--- config.mk ---
export PLATFORM = sky130hd
export DESIGN_NAME = psta_ctrl
export DESIGN_NICKNAME = d
export VERILOG_FILES = /design/src/psta_pkg.sv /design/src/psta_ctrl.sv
export SDC_FILE = /design/constraint.sdc
export NUM_CORES = 1
export LEC_CHECK = 0
export BUFFER_PORTS_ARGS = -buffer_cell sky130_fd_sc_hd__buf_2
export CORE_MARGIN = 5
export CORE_UTILIZATION = 40
export DETAILED_ROUTE_END_ITERATION = 8
export PLACE_DENSITY_LB_ADDON = 0.1
export SYNTH_ARGS = -nofsm -noshare
export SYNTH_HDL_FRONTEND = slang
export SYNTH_SLANG_ARGS = --single-unit
--- constraint.sdc ---
create_clock -name i_clk -period 1.7 [get_ports i_clk]
set_clock_uncertainty 0.1 [all_clocks]
set_input_delay 0.34 -clock i_clk [delete_from_list [all_inputs] [get_ports i_clk]]
set_output_delay 0.34 -clock i_clk [all_outputs]
set_load 0.05 [all_outputs]
--- src/psta_pkg.sv ---
// Package for the pi series term accumulator: widths, constants, shared types.
// No dependencies.
`timescale 1ns / 1ps
package psta_pkg;

    localparam int ACC_BITS_DEF    = 192;
    localparam int DIGIT_COUNT_DEF = 12;
    localparam int MOD_W           = 64;
    localparam int EXP_W           = 35;
    localparam int FIVE_W          = 32;
    localparam int DIG_W           = 40;
    localparam int TOP_W           = 64;
    localparam int CFG_IDX_W       = 1;
    localparam int CFG_DATA_W      = 35;

    localparam logic [CFG_IDX_W-1:0] CFG_FIVE_POWER  = 1'b0;
    localparam logic [CFG_IDX_W-1:0] CFG_BAND_CUTOFF = 1'b1;

    localparam logic [FIVE_W-1:0] FIVE_POWER_RST = 32'd999999;

    // Datapath operations issued by the controller
    typedef enum logic [3:0] {
        OP_LOAD     = 4'd0,  // latch request, clear accumulator on restart
        OP_POW_INIT = 4'd1,  // start a power: result 1, base and exponent set
        OP_POW_SQ   = 4'd2,  // one step of the base squaring, shift exponent at the end
        OP_POW_ML   = 4'd3,  // one step of the result times base
        OP_POW_SHR  = 4'd4,  // finish a power, keep it as first factor when asked
        OP_COMBINE  = 4'd5,  // one step of residue times saved power
        OP_DIV      = 4'd6,  // one quotient bit of r * 2^ACC / mu
        OP_ACCUM    = 4'd7,  // add or subtract quotient
        OP_DIGITS   = 4'd8,  // one shift-add step of acc * 10^D
        OP_NONE     = 4'd9
    } t_op;

    // Which power is being formed
    typedef enum logic [1:0] {
        PW_FIVE = 2'd0,
        PW_TWO  = 2'd1,
        PW_HALF = 2'd2
    } t_pw;

    typedef struct packed {
        t_op  op;
        t_pw  pw;
        logic save_first;   // keep finished power as the first factor
        logic mul_first;    // the pending multiply step is the first, which loads the operands
    } t_cmd;

    typedef struct packed {
        logic mm_done;      // modular multiply finished its 64 steps
        logic exp_zero;     // power exponent exhausted
        logic exp_bit;      // low exponent bit
        logic active;       // term contributes
        logic neg_exp;      // latched exponent is negative
        logic div_done;     // last quotient bit this cycle
        logic dig_done;     // last digit step this cycle
    } t_sts;

endpackage

--- src/psta_ctrl.sv ---
// Controller state machine sequencing the datapath for one term.
// Depends on psta_pkg.
`timescale 1ns / 1ps
module psta_ctrl
    import psta_pkg::*;
(
    input  logic i_clk,
    input  logic i_rst_n,
    input  logic i_in_valid,
    output logic o_in_ready,
    output logic o_out_valid,
    input  logic i_out_ready,
    input  t_sts i_sts,
    output t_cmd o_cmd
);
    typedef enum logic [10:0] {
        S_IDLE  = 11'b00000000001,
        S_PINIT = 11'b00000000010,
        S_PTEST = 11'b00000000100,
        S_MLS   = 11'b00000001000,
        S_ML    = 11'b00000010000,
        S_SQS   = 11'b00000100000,
        S_SQ    = 11'b00001000000,
        S_CMBS  = 11'b00010000000,
        S_CMB   = 11'b00100000000,
        S_DIV   = 11'b01000000000,
        S_FIN   = 11'b10000000000
    } t_state;

    t_state r_state, n_state;
    t_pw    r_pw, n_pw;
    logic   r_dig, n_dig;     // in S_FIN: 0 accumulate, 1 digit steps
    logic   r_ov, n_ov;

    always_comb begin
        n_state = r_state;
        n_pw    = r_pw;
        n_dig   = r_dig;
        n_ov    = r_ov;
        o_cmd   = '{op: OP_NONE, pw: r_pw, save_first: 1'b0, mul_first: 1'b0};
        o_in_ready = (r_state == S_IDLE) && !r_ov;
        if (r_ov && i_out_ready) n_ov = 1'b0;
        unique case (r_state)
            S_IDLE: begin
                if (i_in_valid && o_in_ready) begin
                    o_cmd.op = OP_LOAD;
                    n_pw     = PW_FIVE;
                    n_state  = S_PINIT;
                end
            end
            S_PINIT: begin
                if (!i_sts.active) begin
                    n_state = S_FIN;
                    n_dig   = 1'b0;
                end else begin
                    o_cmd.op = OP_POW_INIT;
                    n_state  = S_PTEST;
                end
            end
            S_PTEST: begin
                if (i_sts.exp_zero) begin
                    o_cmd.op = OP_POW_SHR;
                    if (r_pw == PW_FIVE) begin
                        o_cmd.save_first = 1'b1;
                        n_pw    = i_sts.neg_exp ? PW_HALF : PW_TWO;
                        n_state = S_PINIT;
                    end else begin
                        n_state = S_CMBS;
                    end
                end else if (i_sts.exp_bit) begin
                    n_state = S_MLS;
                end else begin
                    n_state = S_SQS;
                end
            end
            S_MLS: begin
                o_cmd.op = OP_POW_ML; o_cmd.mul_first = 1'b1; n_state = S_ML;
            end
            S_ML: begin
                o_cmd.op = OP_POW_ML;
                if (i_sts.mm_done) n_state = S_SQS;
            end
            S_SQS: begin
                o_cmd.op = OP_POW_SQ; o_cmd.mul_first = 1'b1; n_state = S_SQ;
            end
            // Square done: exponent shifted, test again
            S_SQ: begin
                o_cmd.op = OP_POW_SQ;
                if (i_sts.mm_done) n_state = S_PTEST;
            end
            S_CMBS: begin
                o_cmd.op = OP_COMBINE; o_cmd.mul_first = 1'b1; n_state = S_CMB;
            end
            S_CMB: begin
                o_cmd.op = OP_COMBINE;
                if (i_sts.mm_done) n_state = S_DIV;
            end
            S_DIV: begin
                o_cmd.op = OP_DIV;
                if (i_sts.div_done) begin
                    n_state = S_FIN;
                    n_dig   = 1'b0;
                end
            end
            S_FIN: begin
                if (!r_dig) begin
                    o_cmd.op = OP_ACCUM;
                    n_dig    = 1'b1;
                end else begin
                    o_cmd.op = OP_DIGITS;
                    if (i_sts.dig_done) begin
                        n_state = S_IDLE;
                        n_ov    = 1'b1;
                    end
                end
            end
            default: n_state = S_IDLE;
        endcase
    end

    always_ff @(posedge i_clk) begin
        if (!i_rst_n) begin
            r_state <= S_IDLE;
            r_pw    <= PW_FIVE;
            r_dig   <= 1'b0;
            r_ov    <= 1'b0;
        end else begin
            r_state <= n_state;
            r_pw    <= n_pw;
            r_dig   <= n_dig;
            r_ov    <= n_ov;
        end
    end

    assign o_out_valid = r_ov;

    // Never accept a request while a result is pending
    a_no_accept_pending: assert property (@(posedge i_clk) disable iff (!i_rst_n)
        r_ov |-> !o_in_ready) else $error("accept while result pending");
    // Result raised only on leaving the digit phase
    a_ov_rise: assert property (@(posedge i_clk) disable iff (!i_rst_n)
        $rose(r_ov) |-> $past(r_state == S_FIN)) else $error("spurious result");
    // Busy controller holds ready low
    a_busy: assert property (@(posedge i_clk) disable iff (!i_rst_n)
        (r_state != S_IDLE) |-> !o_in_ready) else $error("ready while busy");
endmodule

==> impl_results.md, run 1 <==
* Syn. warnings at 0
* Initial antenna violation count at 0
* Number of global-route vias before repair at 1381
* Clk_lat worst skew at around 0.3 ns
* Post-synth EDFFs at 0
* H-Tree Level Count at 1
* Hold EP: r_state[0]$_SDFFE_PN1P_
* Post-DRT Antenna Nets at 0
* Max VDD drop at 0.662 mV
* First-pass GRT wire length at about 6800 um
* CTS Buf Count at 3
* Rows at 19
* Syn_area_per_cell at ~8.2 um^2
* Min-delay src: i_rst_n
* Largest family of logic cells by synthesized area: simple AND/OR/NAND/NOR gates
* Clock root cell: clkbuf_4
* Syn Inst Count at roughly 150
* Worst r2r dst: r_state[4]$_SDFFE_PN0P_
* CORE AREA at 2810 um^2
* Reg clk slew, reported paths at ~0.10 ns
* Worst-path fanout max at 6
* Area grow syn2layout at 76.7%
* Slowest CP cell: dfxtp_4
* Clock sink count at 15
* Crit path launch type: register
* Total GRT Usage at 21.0%
* WP buf/inv at 2
* Most frequent cell after synthesis: dfxtp_1
* Worst path top cell family by delay: compound AO/OA/AOI/OAI gates
* Seq/Total Area, Yosys at 25.0%
* CTS tree: done
* Top-area cell type share of the netlist area at between 20 and 30%
* 1st-iter DRT viols at about 100
* FF/Latch Area at about 330 um^2
* Fin crit period at between 2 and 2.5 ns
* Post-synthesis simple-gate area fraction at a little under half
* DIE AREA at about 4200 um^2
* Pre-CTS WS at -0.353 ns
* Top cells by area, synth: dfxtp_1 25%, nand2_1 3.8%, nor4b_2 3.8%
* Syn Nets at around 160
* Wire per inst at around 18 um
* Largest net degree at the start of global routing at 13
* Worst Setup Slack, final at -0.638 ns
* Reg2reg setup slack at -0.26 ns
* P per Cell Area at ~700 nW/um^2
* Max_cap viols at 0
* Initial Util at between 40% and 50%
* #FFs+latches synth at 15
* Max Fclk at between 400 and 500 MHz
* Reg2reg path depth at 11
* DP HPWL at between 2000 and 3000 um
* Synth Area in Adders at 0%
* Post-synthesis mux area share at 0.834%
* Design area at approximately 2100 um^2
* Die Y at approximately 65 um
* Die W at ~65 um
* Drt via density at between 5 and 6
* Worst path max stage delay at ~0.4 ns
* Remaining Overflow, GRT at 0
* Layout Nets at 234
* Status: finished, violations left
* Area post-placement at 1680 um^2
* N_diodes at 0
* Slew margin rel. at 61.3%
* WP data required at ~1.3 ns
* Failing checks: setup timing
* PnR Total Power at about 1.5 mW
* P_leak at 0.909 nW
* Nature of the critical path endpoint: primary output
* Final setup fails at 17
* Worst-path cell chain: buf_4 > nor3_4 > nand3_2 > o21ai_2 > nor2_1 > a211o_4 > buf_6
* Port-buffer cells at 20
* Cells after DPL at about 230
* Crit share post-route at 138%
* Worst setup path class: register to primary output
* RSZ-0062 raised after global routing: yes
* Biggest area consumer among synthesized cells: dfxtp_1
* Non-filler cells, final at 253
* Crit. path cell count at 7
* # IOs at 21
* Compound-Gate Fraction of Synth Area at ~18%
* HP Class: input pin to register
* Slew Limit Fails at 0
* Fraction of layout cells with a size suffix above 1 at 64.0%
* Worst hold stages at 2
* Routed WL at roughly 4500 um
* Distinct cells, synth at 52
* Fillcell total at 185
* Clock Path Buffers at 2
* Post-Synth XOR/XNOR Area at between 3 and 4%
* Via Count at about 1500
* Fin. Hold Viols at 0
* TritonRoute pass-1 iters at 4
* Async S/R FF share, synth at 0%
* Top cells by count, synth: 15 x dfxtp_1, 12 x nand2_1
* Drt drc at 0
* Arr. time, crit path at about 1.9 ns
* R2r startpoint: r_state[6]$_SDFFE_PN0P_
* Gpl congestion at ~0.89
* Mapped Area at 1200 um^2
* Multi-input gate area at a little over 1000 um^2
* Slew @ Worst Pin at 0.579 ns
* Synth Flop Type: dfxtp_1
placed cells by master, fill, tap and decap left out, types with 3 or more instances in the layout:
master	Yosys	routed
buf_2	5	13
nor2b_1	3	3
o21ai_2	1	6
nand2_1	12	9
nand2b_1	6	5
nor4_1	4	3
dfxtp_2	0	4
nor4b_4	1	3
nor4b_2	3	3
buf_6	2	21
dfxtp_1	15	5
nand3_1	6	5
nand4_1	6	6
a21oi_1	7	5
buf_4	0	46
nor3_4	2	5
dfxtp_4	0	6
nor2_1	7	7
xor2_1	3	3
clkbuf_4	0	3
nand3_2	2	3
inv_1	7	6
o21ai_0	7	3
what timing repair did:
action | 4_1_cts | 5_1_grt
hold endpoints to repair | 0 | 0
pin swaps | 16 | 17
gates resized for setup | 51 | 26
hold buffers | 0 | 0
buffers inserted | 16 | 9
setup endpoints to repair | 17 | 19
routing by layer:
| metal | vias to the layer above | wire length (um) | GRT usage, % |
|---|---|---|---|
| met5 | - | 0 | 0 |
| met4 | 0 | 97 | 6.60 |
| met3 | 11 | 285 | 3.97 |
| met2 | 50 | 2290 | 36.4 |
| met1 | 697 | 1870 | 26.1 |
| li1 | 699 | - | - |
logic make-up after synthesis:
logic type | count (synthesis)
flip-flops | 15
buffers and inverters | 16
AND/OR/NAND/NOR | 78
multiplexers | 1
AO/OA/AOI/OAI | 31
XOR/XNOR | 5
layout make-up:
class	instances	share of cell area, %
multi-input cells	115	49.0
repair buffers	81	31.2
flip-flops and latches	15	15.5
well taps	31	1.83
inverters	7	1.24
clock buffers	3	1.06
clock inverters	1	0.236
through the flow:
step / utilization [%] / hold WS [ns] / setup TNS [ns]
floorplan: - / 0.309 / -2.23
global placement: 59.9 / 0.417 / -2.82
detailed placement: 59.9 / 0.422 / -2.90
CTS: 70.7 / 0.151 / -5.30
global route: 75.6 / 0.160 / -7.00
finish: 75.6 / 0.153 / -5.61
report_power, final:
part | switching, mW | internal [mW]
sequential | 0.0378 | 0.363
combinational | 0.409 | 0.440
clock | 0.137 | 0.0879
total | 0.584 | 0.891
how the worst max path moves through the flow:
stage,startpoint,end
final,r_state[1]$_SDFFE_PN0P_,o_cmd[4]
after global routing,r_state[1]$_SDFFE_PN0P_,o_cmd[4]
after CTS,r_state[1]$_SDFFE_PN0P_,o_cmd[4]
after detailed placement,r_state[1]$_SDFFE_PN0P_,o_cmd[4]
after global placement,r_state[1]$_SDFFE_PN0P_,o_cmd[4]
after floorplan,r_state[6]$_SDFFE_PN0P_,o_cmd[7]
registers in the layout (all words and copies together), names as in the netlist:
signal,flops
r_state,11
o_out_valid,1
r_pw,2
r_dig,1
Power figures use the tool's default switching activity.
==> inputs of run 2 (changes only) <==
--- a/config.mk
+++ b/config.mk
@@ -5,11 +5,13 @@
 export SDC_FILE = /design/constraint.sdc
 export NUM_CORES = 1
 export LEC_CHECK = 0
+export ABC_AREA = 1
 export BUFFER_PORTS_ARGS = -buffer_cell sky130_fd_sc_hd__buf_2
 export CORE_MARGIN = 5
 export CORE_UTILIZATION = 40
 export DETAILED_ROUTE_END_ITERATION = 8
 export PLACE_DENSITY_LB_ADDON = 0.1
+export SLEW_MARGIN = 0
 export SYNTH_ARGS = -nofsm -noshare
 export SYNTH_HDL_FRONTEND = slang
 export SYNTH_SLANG_ARGS = --single-unit
==> run 2 against run 1 <==
- the flow still finishes with violations (setup timing)
- synthesized cell count rose by 23%
- highest routed layer unchanged
- die area fell by 7.8%
- utilization rose by 0.64 points
- area after synthesis fell by 9.2%
- largest power group unchanged
- final area fell by 3.4%
- non-clock buffer count rose by 2
- via count rose by 1.9%
- critical path depth rose by 9
- clock power rose by 2%
- setup slack improved by 0.0081 ns
- total power rose to 2.9 times the previous value
==> impl_results.md, run 2 <==
* Layout Nets at 277 (+18%)
* Worst Setup Slack, final at -0.630 ns (+0.00807 ns)
* Worst setup path class: register to register
* 1st-iter DRT viols at 86 (-17%)
* Hold_buf cts at 0 (unchanged)
* Most frequent cell after synthesis: nand2_1
* Drt drc at 0 (unchanged)
* Max Fclk at 429 MHz (+0.35%)
* Min-delay src: i_out_ready
* Die W at 62.2 um (-4.0%)
* Post-synth EDFFs at 0 (unchanged)
* Remaining Overflow, GRT at 0 (unchanged)
* Syn Nets at 190 (+21%)
* Crit path launch type: register
* Rows at 19 (unchanged)
* Crit share post-route at 137% (-0.47 points)
* Final setup fails at 19 (+2)
* Via Count at 1484 (+1.9%)
* Biggest area consumer among synthesized cells: dfxtp_1
* Top-area cell type share of the netlist area at 27.6% (+2.5 points)
* Mapped Area at 1090 um^2 (-9.2%)
* Status: finished, violations left
* Clock Path Buffers at 2 (unchanged)
* Slew @ Worst Pin at 0.380 ns (-0.200 ns)
* Gpl congestion at 0.831 (-6.1%)
* TritonRoute pass-1 iters at 4 (unchanged)
* Max VDD drop at 2.21 mV (+230%)
* Clock root cell: clkbuf_4
* First-pass GRT wire length at 6130 um (-9.5%)
* CORE AREA at 2690 um^2 (-4.2%)
* Design area at 2050 um^2 (-3.4%)
* Initial antenna violation count at 0 (unchanged)
* WP data required at 1.80 ns (+0.54 ns)
* Top cells by count, synth: 45 x nand2_1, 34 x inv_1, 26 x nor2_1
* P_leak at 1.08 nW (+19%)
* Reg2reg path depth at 16 (+5)
* RSZ-0062 raised after global routing: yes
* Total GRT Usage at 19.1% (-1.8 points)
* HP Class: input pin to register
* Most frequent cells in the layout: 53 x buf_4, 30 x inv_1, 27 x nand2_1
* Drt via density at 5.01 (-13%)
* Syn. warnings at 0 (unchanged)
* Post-DRT Antenna Nets at 0 (unchanged)
* CTS Buf Count at 3 (unchanged)
* P per Cell Area at 2090 nW/um^2 (+200%)
* Reg clk slew, reported paths at 0.11 ns (about the same)
* N_diodes at 0 (unchanged)
* Fin. Hold Viols at 0 (unchanged)
* Die Y at 62.2 um (-4.0%)
* Largest register by flop count: r_state
* Max_cap viols at 0 (unchanged)
* Number of global-route vias before repair at 1415 (+2.5%)
* Synth Flop Type: dfxtp_1
* # IOs at 21 (unchanged)
* Final setup TNS at -5.92 ns (-0.315 ns)
* Wire per inst at 14.4 um (-20%)
* Hold EP: o_out_valid$_SDFF_PN0_
* R2r startpoint: r_state[2]$_SDFFE_PN0P_
* Clk_lat worst skew at 0.30 ns (about the same)
* Arr. time, crit path at 2.43 ns (+0.53 ns)
* Distinct cells, synth at 22 (-58%)
* Area grow syn2layout at 87.9%
* H-Tree Level Count at 1 (unchanged)
* Syn_area_per_cell at 6.09 um^2 (-26%)
* Initial Util at 40.6% (-2.2 points)
* Reg2reg setup slack at -0.63 ns (-0.37 ns)
* Worst-path fanout max at 2 (-4)
* DP HPWL at 2580 um (-9.8%)
* Area post-placement at 1590 um^2 (-5.5%)
* Port-buffer cells at 20 (unchanged)
* #FFs+latches synth at 15 (unchanged)
* Commonest non-fill, non-tap cell in the layout: buf_4
* Final hold slack at 0.201 ns (+0.0478 ns)
* PnR Total Power at 4.29 mW (+190%)
* Number of flip-flops in the largest register at 11 (unchanged)
* Slew margin rel. at 74.4% (+13 points)
* Clock sink count at 15 (unchanged)
* Routed WL at 4260 um (-6.0%)
* Regs by FF count: r_state x11, r_pw x2
* Fraction of layout cells with a size suffix above 1 at 61.5% (-2.5 points)
* CTS tree: done
* Worst hold stages at 3 (+1)
* Top cells by area, synth: dfxtp_1 28%, nand2_1 15%, inv_1 12%
* Worst r2r dst: r_state[1]$_SDFFE_PN0P_
* Syn Inst Count at 179 (+23%)
* Async S/R FF share, synth at 0% (unchanged)
* Slew Limit Fails at 0 (unchanged)
* Largest net degree at the start of global routing at 10 (-3)
* Nature of the critical path endpoint: register
* DIE AREA at 3870 um^2 (-7.8%)
* Failing checks: setup timing
* Seq/Total Area, Yosys at 27.6% (+2.5 points)
* Fin crit period at 2.33 ns (-0.00807 ns)
run 2: worst max-delay path by stage:
stage | startpoint | to | slack [ns]
after global placement | r_state[8]$_SDFFE_PN0P_ | o_cmd[7] | -0.29
final | r_state[2]$_SDFFE_PN0P_ | r_state[1]$_SDFFE_PN0P_ | -0.63
after CTS | r_state[9]$_SDFFE_PN0P_ | o_cmd[7] | -0.51
after global routing | r_state[2]$_SDFFE_PN0P_ | r_state[1]$_SDFFE_PN0P_ | -0.70
after detailed placement | r_state[8]$_SDFFE_PN0P_ | o_cmd[7] | -0.33
after floorplan | r_state[8]$_SDFFE_PN0P_ | o_cmd[7] | -0.20
run 2: final cells by class:
type / count / area [um^2]
inverter: 35 / 136
clock buffer: 3 / 22.5
multi-input combinational: 128 / 863
timing repair buffer: 83 / 662
tap: 31 / 38.8
clock inverter: 1 / 5.00
fill: 177 / 638
sequential: 15 / 320
run 2: cells by family after synthesis:
kind of cell | after synthesis | synth area share (%)
compound gates | 13 | 6.54
flops | 15 | 27.6
buf+inv | 36 | 12.7
simple gates | 115 | 53.2
run 2: routing by layer:
layer	wire length [um]	vias to the layer above	GRT usage, %
li1	-	727	-
met2	2210	52	34.8
met3	264	7	3.06
met1	1720	698	22.5
met4	69	0	5.69
met5	0	-	0
run 2: worst max-delay path, cell delays in order, from the launching register on:
cell     delay [ns]
dfxtp_2        0.38
buf_4          0.12
nor2_1         0.04
and2_1         0.14
nand2_2        0.08
nand2_2        0.07
nor2_2         0.15
nand3_2        0.12
buf_4          0.15
buf_4          0.13
buf_4          0.13
buf_4          0.12
buf_4          0.12
buf_4          0.12
buf_4          0.12
nand4_1        0.09
inv_1          0.05
run 2: stage by stage:
stage / std cells / utilization (%) / setup WS [ns]
after detailed placement: 273 / 59.1 / -0.331
after CTS: 289 / 69.4 / -0.508
after floorplan: 179 / - / -0.196
after global placement: 273 / 59.1 / -0.288
after global routing: 296 / 76.2 / -0.702
final: 296 / 76.2 / -0.630
run 2: report_power, final:
| part | internal [mW] | switching, mW |
|---|---|---|
| logic | 1.64 | 1.89 |
| clock network | 0.0877 | 0.141 |
| registers | 0.440 | 0.0841 |
run 2: timing repair:
action	CTS	global route
setup buffers	12	8
gates resized for setup	50	38
pin swaps	19	14
hold endpoints to repair	0	0
endpoints found under the setup margin	17	20
